==> config.mk <==
export PLATFORM = sky130hd
export DESIGN_NAME = murmur64a_stream_hash
export DESIGN_NICKNAME = d
export VERILOG_FILES = /design/src/mm64_pkg.sv /design/src/mm64_dpath.sv /design/src/mm64_ctrl.sv /design/src/murmur64a_stream_hash.sv
export SDC_FILE = /design/constraint.sdc
export NUM_CORES = 2
export LEC_CHECK = 0
export BUFFER_PORTS_ARGS = -buffer_cell sky130_fd_sc_hd__buf_4
export CELL_PAD_IN_SITES_DETAIL_PLACEMENT = 1
export CELL_PAD_IN_SITES_GLOBAL_PLACEMENT = 1
export CORE_MARGIN = 1.5
export CORE_UTILIZATION = 36
export CTS_CLUSTER_DIAMETER = 30
export DETAILED_ROUTE_END_ITERATION = 12
export MAX_ROUTING_LAYER = met4
export PLACE_DENSITY = 0.61
export SLEW_MARGIN = 20
export SYNTH_ARGS = -nofsm -noshare
export SYNTH_HDL_FRONTEND = slang
export SYNTH_SLANG_ARGS = --single-unit
==> constraint.sdc <==
create_clock -name clk -period 18.5 [get_ports clk]
set_input_delay 4.625 -clock clk [delete_from_list [all_inputs] [get_ports clk]]
set_output_delay 4.625 -clock clk [all_outputs]
set_load 0.005 [all_outputs]
==> src/mm64_pkg.sv <==
// Shared constants, command struct and helper functions for the MurmurHash64A block.
`default_nettype none

package mm64_pkg;

  localparam int unsigned HASH_W    = 64;
  localparam int unsigned HALF_W    = 32;
  localparam int unsigned MSG_LEN_W = 32;
  localparam int unsigned COUNT_W   = 4;

  localparam int unsigned LENGTH_BITS_DEF = 32;

  localparam logic [HASH_W-1:0] MIX_MUL    = 64'd14313749767032793493;
  localparam logic [HASH_W-1:0] SEED_RESET = 64'd3782874213;
  localparam int unsigned       MIX_SHIFT  = 47;

  // Multiplier phase codes; the last one is the cycle where the product is used
  localparam logic [1:0] PH_LO     = 2'd0;  // a_lo * m_lo, full 64-bit product
  localparam logic [1:0] PH_AHI    = 2'd1;  // a_hi * m_lo, low half into upper word
  localparam logic [1:0] PH_MHI    = 2'd2;  // a_lo * m_hi, low half into upper word
  localparam logic [1:0] PH_COMMIT = 2'd3;

  // Running-hash update select
  localparam logic [1:0] H_KEEP = 2'd0;
  localparam logic [1:0] H_INIT = 2'd1;  // seed ^ product
  localparam logic [1:0] H_FOLD = 2'd2;  // hash ^ product
  localparam logic [1:0] H_PROD = 2'd3;  // product

  // Multiplier operand select
  localparam logic [2:0] M_KEEP = 3'd0;
  localparam logic [2:0] M_LEN  = 3'd1;  // masked length
  localparam logic [2:0] M_WORD = 3'd2;  // masked word (key)
  localparam logic [2:0] M_HW   = 3'd3;  // next hash ^ masked word (tail)
  localparam logic [2:0] M_HF   = 3'd4;  // xorshift of next hash (finalize)
  localparam logic [2:0] M_PF   = 3'd5;  // xorshift of product (key mix)
  localparam logic [2:0] M_HX   = 3'd6;  // next hash (hash multiply)

  typedef struct packed {
    logic       ld;      // capture the accepted input beat
    logic       mul_en;  // run one multiplier phase
    logic [1:0] mul_ph;
    logic [1:0] h_sel;
    logic [2:0] m_sel;
    logic       out_ld;  // load finalized hash into the output register
  } mm64_cmd_t;

  function automatic logic [HASH_W-1:0] xorshift(input logic [HASH_W-1:0] v);
    return v ^ (v >> MIX_SHIFT);
  endfunction

  // Keep the low bytes given by the count; eight or more keeps the whole word
  function automatic logic [HASH_W-1:0] byte_mask(input logic [COUNT_W-1:0] cnt);
    logic [HASH_W-1:0] m;
    m = '0;
    for (int b = 0; b < HASH_W / 8; b++) begin
      if ((cnt[COUNT_W-1]) || (b < int'(cnt))) begin
        m[b*8 +: 8] = 8'hFF;
      end
    end
    return m;
  endfunction

endpackage

`default_nettype wire

==> src/mm64_dpath.sv <==
// Datapath: seed, running hash, shared 32x32 multiplier and output register.
`default_nettype none

module mm64_dpath
  import mm64_pkg::*;
#(
  parameter int unsigned LENGTH_BITS = LENGTH_BITS_DEF
) (
  input  wire logic                 clk,
  input  wire logic                 rst_n,
  input  wire mm64_cmd_t            cmd,
  input  wire logic                 cfg_wr_en,
  input  wire logic [HASH_W-1:0]    cfg_wr_data,
  input  wire logic [HASH_W-1:0]    in_data_word,
  input  wire logic [COUNT_W-1:0]   in_byte_count,
  input  wire logic [MSG_LEN_W-1:0] in_msg_length,
  output logic      [HASH_W-1:0]    out_hash_value
);

  logic [HASH_W-1:0]    seed_r;
  logic [HASH_W-1:0]    h_r, h_nxt;
  logic [HASH_W-1:0]    w_r;
  logic [HASH_W-1:0]    m_r, m_nxt;
  logic [HASH_W-1:0]    prod_r;
  logic [HASH_W-1:0]    out_r;
  logic [HASH_W-1:0]    word_src;
  logic [MSG_LEN_W-1:0] len_m;
  logic [HALF_W-1:0]    mul_a, mul_b;
  logic [HASH_W-1:0]    mul_p;

  // Length limited to LENGTH_BITS
  always_comb begin
    for (int i = 0; i < MSG_LEN_W; i++) begin
      len_m[i] = in_msg_length[i] & (i < LENGTH_BITS);
    end
  end

  // Word: the incoming beat on load, the stored one afterwards
  assign word_src = cmd.ld ? (in_data_word & byte_mask(in_byte_count)) : w_r;

  // Running hash next value
  always_comb begin
    unique case (cmd.h_sel)
      H_KEEP:  h_nxt = h_r;
      H_INIT:  h_nxt = seed_r ^ prod_r;
      H_FOLD:  h_nxt = h_r ^ prod_r;
      H_PROD:  h_nxt = prod_r;
      default: h_nxt = h_r;
    endcase
  end

  // Multiplier operand next value
  always_comb begin
    unique case (cmd.m_sel)
      M_KEEP:  m_nxt = m_r;
      M_LEN:   m_nxt = {{(HASH_W-MSG_LEN_W){1'b0}}, len_m};
      M_WORD:  m_nxt = word_src;
      M_HW:    m_nxt = h_nxt ^ word_src;
      M_HF:    m_nxt = xorshift(h_nxt);
      M_PF:    m_nxt = xorshift(prod_r);
      M_HX:    m_nxt = h_nxt;
      default: m_nxt = m_r;
    endcase
  end

  // One 32x32 multiplier; the low 64 bits of m_r * MIX_MUL over three phases
  assign mul_a = (cmd.mul_ph == PH_AHI) ? m_r[HASH_W-1:HALF_W] : m_r[HALF_W-1:0];
  assign mul_b = (cmd.mul_ph == PH_MHI) ? MIX_MUL[HASH_W-1:HALF_W] : MIX_MUL[HALF_W-1:0];
  assign mul_p = mul_a * mul_b;

  always_ff @(posedge clk) begin
    if (cmd.mul_en) begin
      if (cmd.mul_ph == PH_LO) begin
        prod_r <= mul_p;
      end else begin
        prod_r[HASH_W-1:HALF_W] <= prod_r[HASH_W-1:HALF_W] + mul_p[HALF_W-1:0];
      end
    end
  end

  // Operand, stored word and result registers
  always_ff @(posedge clk) begin
    m_r <= m_nxt;
    if (cmd.ld) begin
      w_r <= word_src;
    end
    if (cmd.out_ld) begin
      out_r <= xorshift(prod_r);
    end
  end

  // Seed and running hash
  always_ff @(posedge clk) begin
    if (!rst_n) begin
      seed_r <= SEED_RESET;
      h_r    <= '0;
    end else begin
      if (cfg_wr_en) begin
        seed_r <= cfg_wr_data;
      end
      h_r <= h_nxt;
    end
  end

  assign out_hash_value = out_r;

endmodule

`default_nettype wire

==> src/mm64_ctrl.sv <==
// Controller: sequences loads, multiplier phases and hash updates per beat.
`default_nettype none

module mm64_ctrl
  import mm64_pkg::*;
(
  input  wire logic               clk,
  input  wire logic               rst_n,
  input  wire logic               in_valid,
  output logic                    in_stall,
  input  wire logic [COUNT_W-1:0] in_byte_count,
  input  wire logic               in_first_word,
  input  wire logic               in_last_word,
  output logic                    out_valid,
  input  wire logic               out_stall,
  output mm64_cmd_t               cmd
);

  localparam logic [2:0] S_IDLE = 3'd0;
  localparam logic [2:0] S_INIT = 3'd1;  // length * M
  localparam logic [2:0] S_KEY1 = 3'd2;  // first key multiply
  localparam logic [2:0] S_KEY2 = 3'd3;  // second key multiply
  localparam logic [2:0] S_HASH = 3'd4;  // hash * M
  localparam logic [2:0] S_FIN  = 3'd5;  // finalize multiply

  logic [2:0] state_r, state_nxt;
  logic [1:0] ph_r, ph_nxt;
  logic       full_r, tail_r, last_r;
  logic       out_valid_r, out_valid_nxt;
  logic       idle, accept, commit, out_free;
  logic       full_c, tail_c, last_c;
  logic [2:0] route_m;
  logic [2:0] route_s;

  assign idle     = (state_r == S_IDLE);
  assign in_stall = !idle;
  assign accept   = in_valid && idle;
  assign commit   = (ph_r == PH_COMMIT);
  assign out_free = !out_valid_r || !out_stall;

  // Word class: live inputs while idle, captured flags otherwise
  assign full_c = idle ? in_byte_count[COUNT_W-1] : full_r;
  assign tail_c = idle ? ((in_byte_count != '0) && !in_byte_count[COUNT_W-1]) : tail_r;
  assign last_c = idle ? in_last_word : last_r;

  // Where a word goes once the running hash is ready
  always_comb begin
    priority if (full_c) begin
      route_m = M_WORD;
      route_s = S_KEY1;
    end else if (tail_c) begin
      route_m = M_HW;
      route_s = S_HASH;
    end else if (last_c) begin
      route_m = M_HF;
      route_s = S_FIN;
    end else begin
      route_m = M_KEEP;
      route_s = S_IDLE;
    end
  end

  // Next state and commands
  always_comb begin
    cmd       = '0;
    state_nxt = state_r;
    ph_nxt    = ph_r;
    if (!idle && !commit) begin
      cmd.mul_en = 1'b1;
      cmd.mul_ph = ph_r;
      ph_nxt     = ph_r + 2'd1;
    end
    unique case (state_r)
      S_IDLE: begin
        if (accept) begin
          cmd.ld = 1'b1;
          ph_nxt = PH_LO;
          if (in_first_word) begin
            cmd.m_sel = M_LEN;
            state_nxt = S_INIT;
          end else begin
            cmd.m_sel = route_m;
            state_nxt = route_s;
          end
        end
      end
      S_INIT: begin
        if (commit) begin
          cmd.h_sel = H_INIT;
          cmd.m_sel = route_m;
          state_nxt = route_s;
          ph_nxt    = PH_LO;
        end
      end
      S_KEY1: begin
        if (commit) begin
          cmd.m_sel = M_PF;
          state_nxt = S_KEY2;
          ph_nxt    = PH_LO;
        end
      end
      S_KEY2: begin
        if (commit) begin
          cmd.h_sel = H_FOLD;
          cmd.m_sel = M_HX;
          state_nxt = S_HASH;
          ph_nxt    = PH_LO;
        end
      end
      S_HASH: begin
        if (commit) begin
          cmd.h_sel = H_PROD;
          cmd.m_sel = M_HF;
          state_nxt = last_r ? S_FIN : S_IDLE;
          ph_nxt    = PH_LO;
        end
      end
      S_FIN: begin
        // hold the product until the output register is free
        if (commit && out_free) begin
          cmd.out_ld = 1'b1;
          state_nxt  = S_IDLE;
          ph_nxt     = PH_LO;
        end
      end
      default: begin
        state_nxt = S_IDLE;
        ph_nxt    = PH_LO;
      end
    endcase
  end

  assign out_valid_nxt = cmd.out_ld || (out_valid_r && out_stall);

  always_ff @(posedge clk) begin
    if (!rst_n) begin
      state_r     <= S_IDLE;
      ph_r        <= PH_LO;
      full_r      <= 1'b0;
      tail_r      <= 1'b0;
      last_r      <= 1'b0;
      out_valid_r <= 1'b0;
    end else begin
      state_r     <= state_nxt;
      ph_r        <= ph_nxt;
      out_valid_r <= out_valid_nxt;
      if (accept) begin
        full_r <= full_c;
        tail_r <= tail_c;
        last_r <= last_c;
      end
    end
  end

  assign out_valid = out_valid_r;

endmodule

`default_nettype wire

==> src/murmur64a_stream_hash.sv <==
// Top level: streaming MurmurHash64A, controller plus datapath.
//
//  channel | direction | handshake          | payload
//  in      | input     | in_valid/in_stall  | data_word, byte_count, first/last, msg_length
//  out     | output    | out_valid/out_stall| hash_value
//  cfg     | input     | cfg_wr_en          | cfg_wr_data (hash seed)
//
// Every 64-bit multiply runs on one shared 32x32 multiplier: three phases plus
// a commit step that uses the product. Per beat: accept, then length (first),
// two key and one hash multiply (full), hash (tail), finalize (last).
// Synchronous active-low reset; the seed resets to 3782874213.
// The next beat is taken while a finished hash waits in the output register;
// a second hash waits in the finalize step until the output beat is taken.
`default_nettype none

module murmur64a_stream_hash
  import mm64_pkg::*;
#(
  parameter int unsigned LENGTH_BITS = LENGTH_BITS_DEF
) (
  input  wire logic                 clk,
  input  wire logic                 rst_n,
  input  wire logic                 cfg_wr_en,
  input  wire logic [HASH_W-1:0]    cfg_wr_data,
  input  wire logic                 in_valid,
  output logic                      in_stall,
  input  wire logic [HASH_W-1:0]    in_data_word,
  input  wire logic [COUNT_W-1:0]   in_byte_count,
  input  wire logic                 in_first_word,
  input  wire logic                 in_last_word,
  input  wire logic [MSG_LEN_W-1:0] in_msg_length,
  output logic                      out_valid,
  input  wire logic                 out_stall,
  output logic      [HASH_W-1:0]    out_hash_value
);

  mm64_cmd_t cmd;

  mm64_ctrl u_ctrl (
    .clk           (clk),
    .rst_n         (rst_n),
    .in_valid      (in_valid),
    .in_stall      (in_stall),
    .in_byte_count (in_byte_count),
    .in_first_word (in_first_word),
    .in_last_word  (in_last_word),
    .out_valid     (out_valid),
    .out_stall     (out_stall),
    .cmd           (cmd)
  );

  mm64_dpath #(
    .LENGTH_BITS (LENGTH_BITS)
  ) u_dpath (
    .clk            (clk),
    .rst_n          (rst_n),
    .cmd            (cmd),
    .cfg_wr_en      (cfg_wr_en),
    .cfg_wr_data    (cfg_wr_data),
    .in_data_word   (in_data_word),
    .in_byte_count  (in_byte_count),
    .in_msg_length  (in_msg_length),
    .out_hash_value (out_hash_value)
  );

`ifndef NO_ASSERTIONS
  // A new hash never overwrites one still waiting on the output
  a_no_overwrite: assert property (@(posedge clk) disable iff (!rst_n)
    cmd.out_ld |-> (!out_valid || !out_stall))
    else $error("output register loaded while a hash was pending");

  // A beat that carries work keeps the input stalled in the next cycle
  a_busy_after_beat: assert property (@(posedge clk) disable iff (!rst_n)
    (in_valid && !in_stall && (in_first_word || in_last_word || in_byte_count != '0))
    |=> in_stall)
    else $error("input accepted again before the previous beat finished");

  // The multiplier only runs while a beat is in progress
  a_mul_busy: assert property (@(posedge clk) disable iff (!rst_n)
    cmd.mul_en |-> in_stall)
    else $error("multiplier active while idle");
`endif

endmodule

`default_nettype wire

After elaboration in Yosys (flattened, before gate mapping)
Cells that the tools add are included.
- $add $sub $neg: 2
- multipliers: 1
- $lt $le $gt $ge: 8
- equal/unequal tests: 23
- mux-type cells: 50
- bitwise operators: 6
- reduce and logical (&&, ||, !) cells: 28
- operators by type and width (cell ; number):
    64-bit case mux with 6 select lines ; 1
    64-bit case mux with 4 select lines ; 1
    64-bit bitwise XOR ; 3
    64-bit by 17-bit bitwise XOR with 64-bit output ; 2
    32-bit 2-to-1 mux ; 3
    64-bit AND ; 1
    32-bit by 32-bit multiplier with 64-bit output ; 1
    64-bit 2-to-1 mux ; 1
    8-bit 2-to-1 mux ; 8
    3-bit 2-to-1 mux ; 18
    32-bit adder ; 1
    3-bit case mux with 6 select lines ; 1
    3-bit by 4-bit less-than comparator with 1-bit output, first input constant ; 4
    3-bit == test, second input constant ; 5
    3-bit case mux with 5 select lines ; 1
    3-bit by 2-bit == test with 1-bit output, second input constant ; 4
    2-bit case mux with 3 select lines ; 2
    1-bit logical OR ; 10
    5-bit 2-to-1 mux ; 2
    2-bit by 1-bit inequality test with 1-bit output, second input constant ; 5
    2-bit == test, second input constant ; 4
    1-bit by 4-bit less-than comparator with 1-bit output, first input constant ; 2
    2-bit by 4-bit less-than comparator with 1-bit output, first input constant ; 2
    2-bit 2-to-1 mux ; 4
    other kinds (15) ; 32
- bits in registers: 393
- input port bits: 171
- output and inout port bits: 66
- logic and storage cells: 131

Longest topological paths before layout
- depth after elaboration: 11
- gate-level depth with buffers: 43
- depth with buffers taken out: 40

Hierarchy
Synthesis repeated with hierarchy kept, for this count alone.
- cells, all modules: 4647
- area, all modules: 45280.9 µm²
- modules (own cells, without submodules) (module ; instances ; cells an instance ; area an instance (µm²) ; seq. area each (µm²)):
    mm64_dpath ; 1 ; 4541 ; 44468.9 ; 10249.8
    mm64_ctrl ; 1 ; 106 ; 812.0 ; 180.2

Least setup slack after synthesis
OpenSTA, ideal clock, no wires.
- path type: reg-to-reg
- start: reg u_ctrl.ph_r[0]
- end: reg u_dpath.prod_r[62] (data pin)
- setup time: 267 ps
- data arrival time: 9698 ps
- required time: 18233 ps
- setup slack: 8535 ps
- stages on the path, launching flop included: 39
- path buffers: 2
- clock period less this slack: 9965 ps
- path through: dfxtp_1 ha_1 nor2_4 nand2_2 nand2_2 buf_4 buf_2 mux2i_1 inv_1 nand2_1 inv_1 ha_1 fa_1 inv_1 fa_1 fa_1 inv_1 fa_1 (+3 left out) fa_1 inv_1 fa_1 inv_1 ha_1 and3_1 a221oi_1 nand2_1 xor2_1 ha_1 a21o_1 a21oi_1 a31oi_2 a2111oi_2 o31ai_1 or3_1 nand2_1 a211oi_2
- cells in the longest elaborated chain, start to end: 9
- elaborated cells on any way between the ends: 12
- those cells by class: add/sub: 1; mul: 1; eq/ne: 3; mux: 4; reduce/logical: 3
- ends and longest elaborated chain (element ; line ; source):
    start, declared ; mm64_ctrl.sv:27 ; logic [1:0] ph_r, ph_nxt;
    start signal, assigned ; mm64_ctrl.sv:145 ; ph_r <= ph_nxt;
    2-bit == test ; mm64_ctrl.sv:38 ; assign commit = (ph_r == PH_COMMIT);
    1-bit zero test ; mm64_ctrl.sv:68 ; if (!idle && !commit) begin
    1-bit logical AND ; mm64_ctrl.sv:68 ;
    3-bit 2-to-1 mux (*) ; mm64_ctrl.sv:68 ;
    2-bit by 1-bit == test with 1-bit output / 2-bit == test (equally long branches) ; mm64_dpath.sv:67, mm64_dpath.sv:68 ;
    32-bit 2-to-1 mux, on equally long branches ; mm64_dpath.sv:67, mm64_dpath.sv:68 ;
    32-bit by 32-bit multiplier with 64-bit output (*) ; mm64_dpath.sv:69 ; assign mul_p = mul_a * mul_b;
    net u_dpath.mul_p[20] ; mm64_dpath.sv:29 ; logic [HASH_W-1:0] mul_p;
    32-bit adder (*) ; mm64_dpath.sv:76 ; prod_r[HASH_W-1:HALF_W] <= prod_r[HASH_W-1:HALF_W] + mul_p[HALF_W-1:0];
    32-bit 2-to-1 mux (*) ; mm64_dpath.sv:73 ; if (cmd.mul_ph == PH_LO) begin
    end signal, assigned ; mm64_dpath.sv:74 ; prod_r <= mul_p;
    end signal, assigned by index ; mm64_dpath.sv:76 ;
    end, declared ; mm64_dpath.sv:24 ; logic [HASH_W-1:0] prod_r;
Mark *: on every way through the listed nets, which the timed path passes. The rest lies on a longest branch.
A chain may end at the register's enable or synchronous reset.

Worst setup path after layout
- start: reg u_ctrl.state_r[2]
- end: reg u_dpath.prod_r[62] (data pin)
- cells in the longest elaborated chain, start to end: 9
- elaborated cells on any way between the ends: 12
- those cells by class: add/sub: 1; mul: 1; eq/ne: 2; mux: 4; reduce/logical: 4
- ends and longest elaborated chain (element ; line ; source):
    start, declared ; mm64_ctrl.sv:26 ; logic [2:0] state_r, state_nxt;
    start signal, assigned ; mm64_ctrl.sv:144 ; state_r <= state_nxt;
    3-bit zero test (*) ; mm64_ctrl.sv:35 ; assign idle = (state_r == S_IDLE);
    1-bit zero test (*) ; mm64_ctrl.sv:68 ;
    1-bit logical AND (*) ; mm64_ctrl.sv:68 ;
    3-bit 2-to-1 mux (*) ; mm64_ctrl.sv:68 ;
    2-bit by 1-bit == test with 1-bit output / 2-bit == test (equally long branches) ; mm64_dpath.sv:67, mm64_dpath.sv:68 ;
    32-bit 2-to-1 mux, on equally long branches ; mm64_dpath.sv:67, mm64_dpath.sv:68 ;
    32-bit by 32-bit multiplier with 64-bit output (*) ; mm64_dpath.sv:69 ;
    net u_dpath.mul_p[21] ; mm64_dpath.sv:29 ;
    32-bit adder (*) ; mm64_dpath.sv:76 ;
    32-bit 2-to-1 mux (*) ; mm64_dpath.sv:73 ;
Marked as above.

==> flow_metrics.py <==
metrics = {
    "synthesis": {
        "synth_edf_count": 256,
        "synth-seq-cells": 393,
        "ys_warn_count": 0,
        "synth_area_um2": 45100,
        "netlist-cell-type-count": 93,
        "synth.area.top_cells": "fa_1 27%, edfxtp_1 17%, ha_1 12%",
        "synth_seq_area_share_pct": 23.1,
        "avgSynthCellArea_um2": 9.91,
        "yosysTopAreaCell": "fa_1",
        "synth_top_cell_area_share_pct": 27.2,
        "synth-main-ff-cell": "edfxtp_1",
        "yosysMostFrequentCell": "inv_1",
        "synthTopCellsByCount": "796 x inv_1, 614 x fa_1, 437 x ha_1, 338 x nand2_1, 256 x edfxtp_1",
        "syn_inst": 4558,
        "synthArstFlopShare_pct": 0,
    },
    "cts": {
        "postCtsSetupBuffers": 0,
        "cts_tree": "yes",
        "clk_path_buf_depth": 3,
        "root_buffer": "clkbuf_16",
        "insertion_delay_ps": 640,
        "hold_buffers": 0,
        "h-tree-depth": 3,
        "clkTransAtPathRegs_ps": 60,
        "cts_sinks": 393,
        "cts_buffers": 77,
        "cts-resized-gates": 0,
    },
    "finish": {
        "finish.utilization_pct": 41.5,
        "fin_nets": 5983,
        "area.sequential_um2": 10400,
        "final_cell_area_um2": 51500,
        "fillCellCount": 13900,
        "multi_input_area_um2": 31100,
        "drive_gt1_share_pct": 10.8,
        "synthToLayoutAreaGrowth_pct": 14.1,
    },
    "timing": {
        "report.final.slew_viol_count": 0,
        "clock.fmax_mhz": 78.8,
        "min_period_ps": 12690,
        "finalSetupViolCount": 0,
        "clock_skew_ps": 35.1,
        "relSlewSlack_pct": 24.2,
        "rsz0062_at_grt": "false",
        "fin_tns_setup_ps": 0,
        "hold_violations": 0,
        "final.period_utilization_pct": 68.6,
        "worstMarginPinSlew_ps": 1130,
    },
    "detailed_routing": {
        "drc_errors": 0,
        "drt-initial-drc-count": 2499,
        "avgViaCountPerCell": 5.37,
        "vias": 34700,
        "dr.pass1.iters": 5,
        "wl_um": 178000,
        "postRouteAntennaNets": 0,
        "routedWlPerCell_um": 27.5,
    },
    "status": {
        "status": "finished, final reports clean",
    },
    "floorplan": {
        "core-area_um2": 124000,
        "pin_count": 237,
        "die_w_um": 357,
        "dieArea_um2": 128000,
        "num_rows": 129,
        "start_util_pct": 36.4,
        "fp.dieH_um": 357,
    },
    "place": {
        "gp_congestion": 0.946,
        "dpl_cell_area_um2": 48800,
        "dp_hpwl_um": 146000,
        "numPortBuffers": 236,
    },
    "critical_path": {
        "cp_common_cell": "inv_1",
        "cpMaxStageDelayCell": "mux2i_1",
        "arrival_ps": 13070,
        "worstSetupStartpointType": "flop",
        "end_kind": "flop",
        "critical_path.max_fanout": 32,
        "slowest_delay_ps": 910,
        "worstSetupPathType": "flop to flop",
        "required_ps": 18880,
    },
    "grt": {
        "gr-usage-all-layers_pct": 29.2,
        "grt_pass1_vias": 36900,
        "grt_overflow": 0,
        "antenna_found_initial": 6,
        "grt_pass1_wl_um": 260000,
        "grt_start_max_net_pins": 83,
    },
    "hold_path": {
        "min_path_type": "flop to flop",
    },
    "flow_run": {
        "max_cap_viol_count": 0,
    },
}
-- placed cells by master, fill, tap and decap left out, drive strengths merged, types with 12 or more instances in the layout --
cell type and n:
o211ai 12, or2 13, nor2 243, a211oi 13
nand4 21, a221o 19, o21a 25, mux2 14
inv 814, and2 67, a21oi 232, dfxtp 137
a22o 26, a221oi 20, xnor2 158, a31oi 12
nand2 341, o31ai 13, mux2i 149, xor2 62
clkinv 27, nor2b 43, clkbuf 89, nand3 99
edfxtp 256, ha 437, a21o 78, a22oi 101
o21ai 199, nor3 35, and3 17, buf 301
fa 614, o22ai 21, o21bai 18
-- layout make-up --
cell class / instances / area share, %
inverter: 801 / 5.84
clock inverter: 55 / 1.09
antenna: 2 / 0.00972
timing repair buffer: 301 / 4.43
sequential: 393 / 20.3
tap: 1637 / 3.98
multi-input combinational: 3187 / 60.3
clock buffer: 89 / 4.05
-- cell families after synthesis --
| group | after synthesis | share of synthesized area, % |
|---|---|---|
| simple gates | 916 | 9.25 |
| compound gates | 833 | 12.0 |
| flops | 393 | 23.1 |
| xor+xnor | 220 | 4.27 |
| other cells | 2 | 0.0166 |
| mux | 163 | 3.68 |
| fa+ha+maj | 1051 | 39.3 |
| buf+inv | 980 | 8.34 |
-- metal layers --
metal,up-vias,GRT usage [%],share of wire [%]
li1,15500,-,-
met1,18000,39.9,45
met2,976,45.2,46
met3,171,4.52,5.9
met4,0,7.04,2.7
met5,-,-,0
-- per-stage QoR --
step,instances,hold slack (ps),worst slack (ps)
finish,6465,482,5810
global route,6464,501,5290
CTS,6462,484,5240
detailed placement,6318,466,5290
global placement,6318,466,5410
floorplan,4560,424,8530
-- worst paths after layout --
| check | startpoint | to | slack [ps] | cells after the start |
|---|---|---|---|---|
| max reg2reg | u_ctrl.state_r[2] | u_dpath.prod_r[62] | 5810 | 38 |
| min reg2reg | u_dpath.seed_r[21] | u_dpath.seed_r[21] | 480 | 2 |
| min | u_dpath.seed_r[21] | u_dpath.seed_r[21] | 480 | 2 |
| max | u_ctrl.state_r[2] | u_dpath.prod_r[62] | 5810 | 38 |
-- sequential cells by signal, indices dropped and copies added, names as in the netlist, 2 cells and up --
name                    flops
u_dpath.m_r                64
u_dpath.w_r                64
u_dpath.prod_r             64
u_dpath.seed_r             64
u_ctrl.ph_r                 2
u_dpath.h_r                64
u_ctrl.state_r              3
u_dpath.out_hash_value     64
-- worst max-delay path: cells and delay by family, from the launching register on --
family / cells / cell delay, ps
xor gates and xnor gates: 1 / 410
DFF: 1 / 810
AOI/OAI and AO/OA: 7 / 1270
muxes: 1 / 910
buffers and inverters: 9 / 1640
and+or+nand+nor: 10 / 2520
adders and majority gates: 10 / 4780
Power is not shown: default switching activity piles up to over one toggle a cycle in this logic, so the estimate is an artifact.
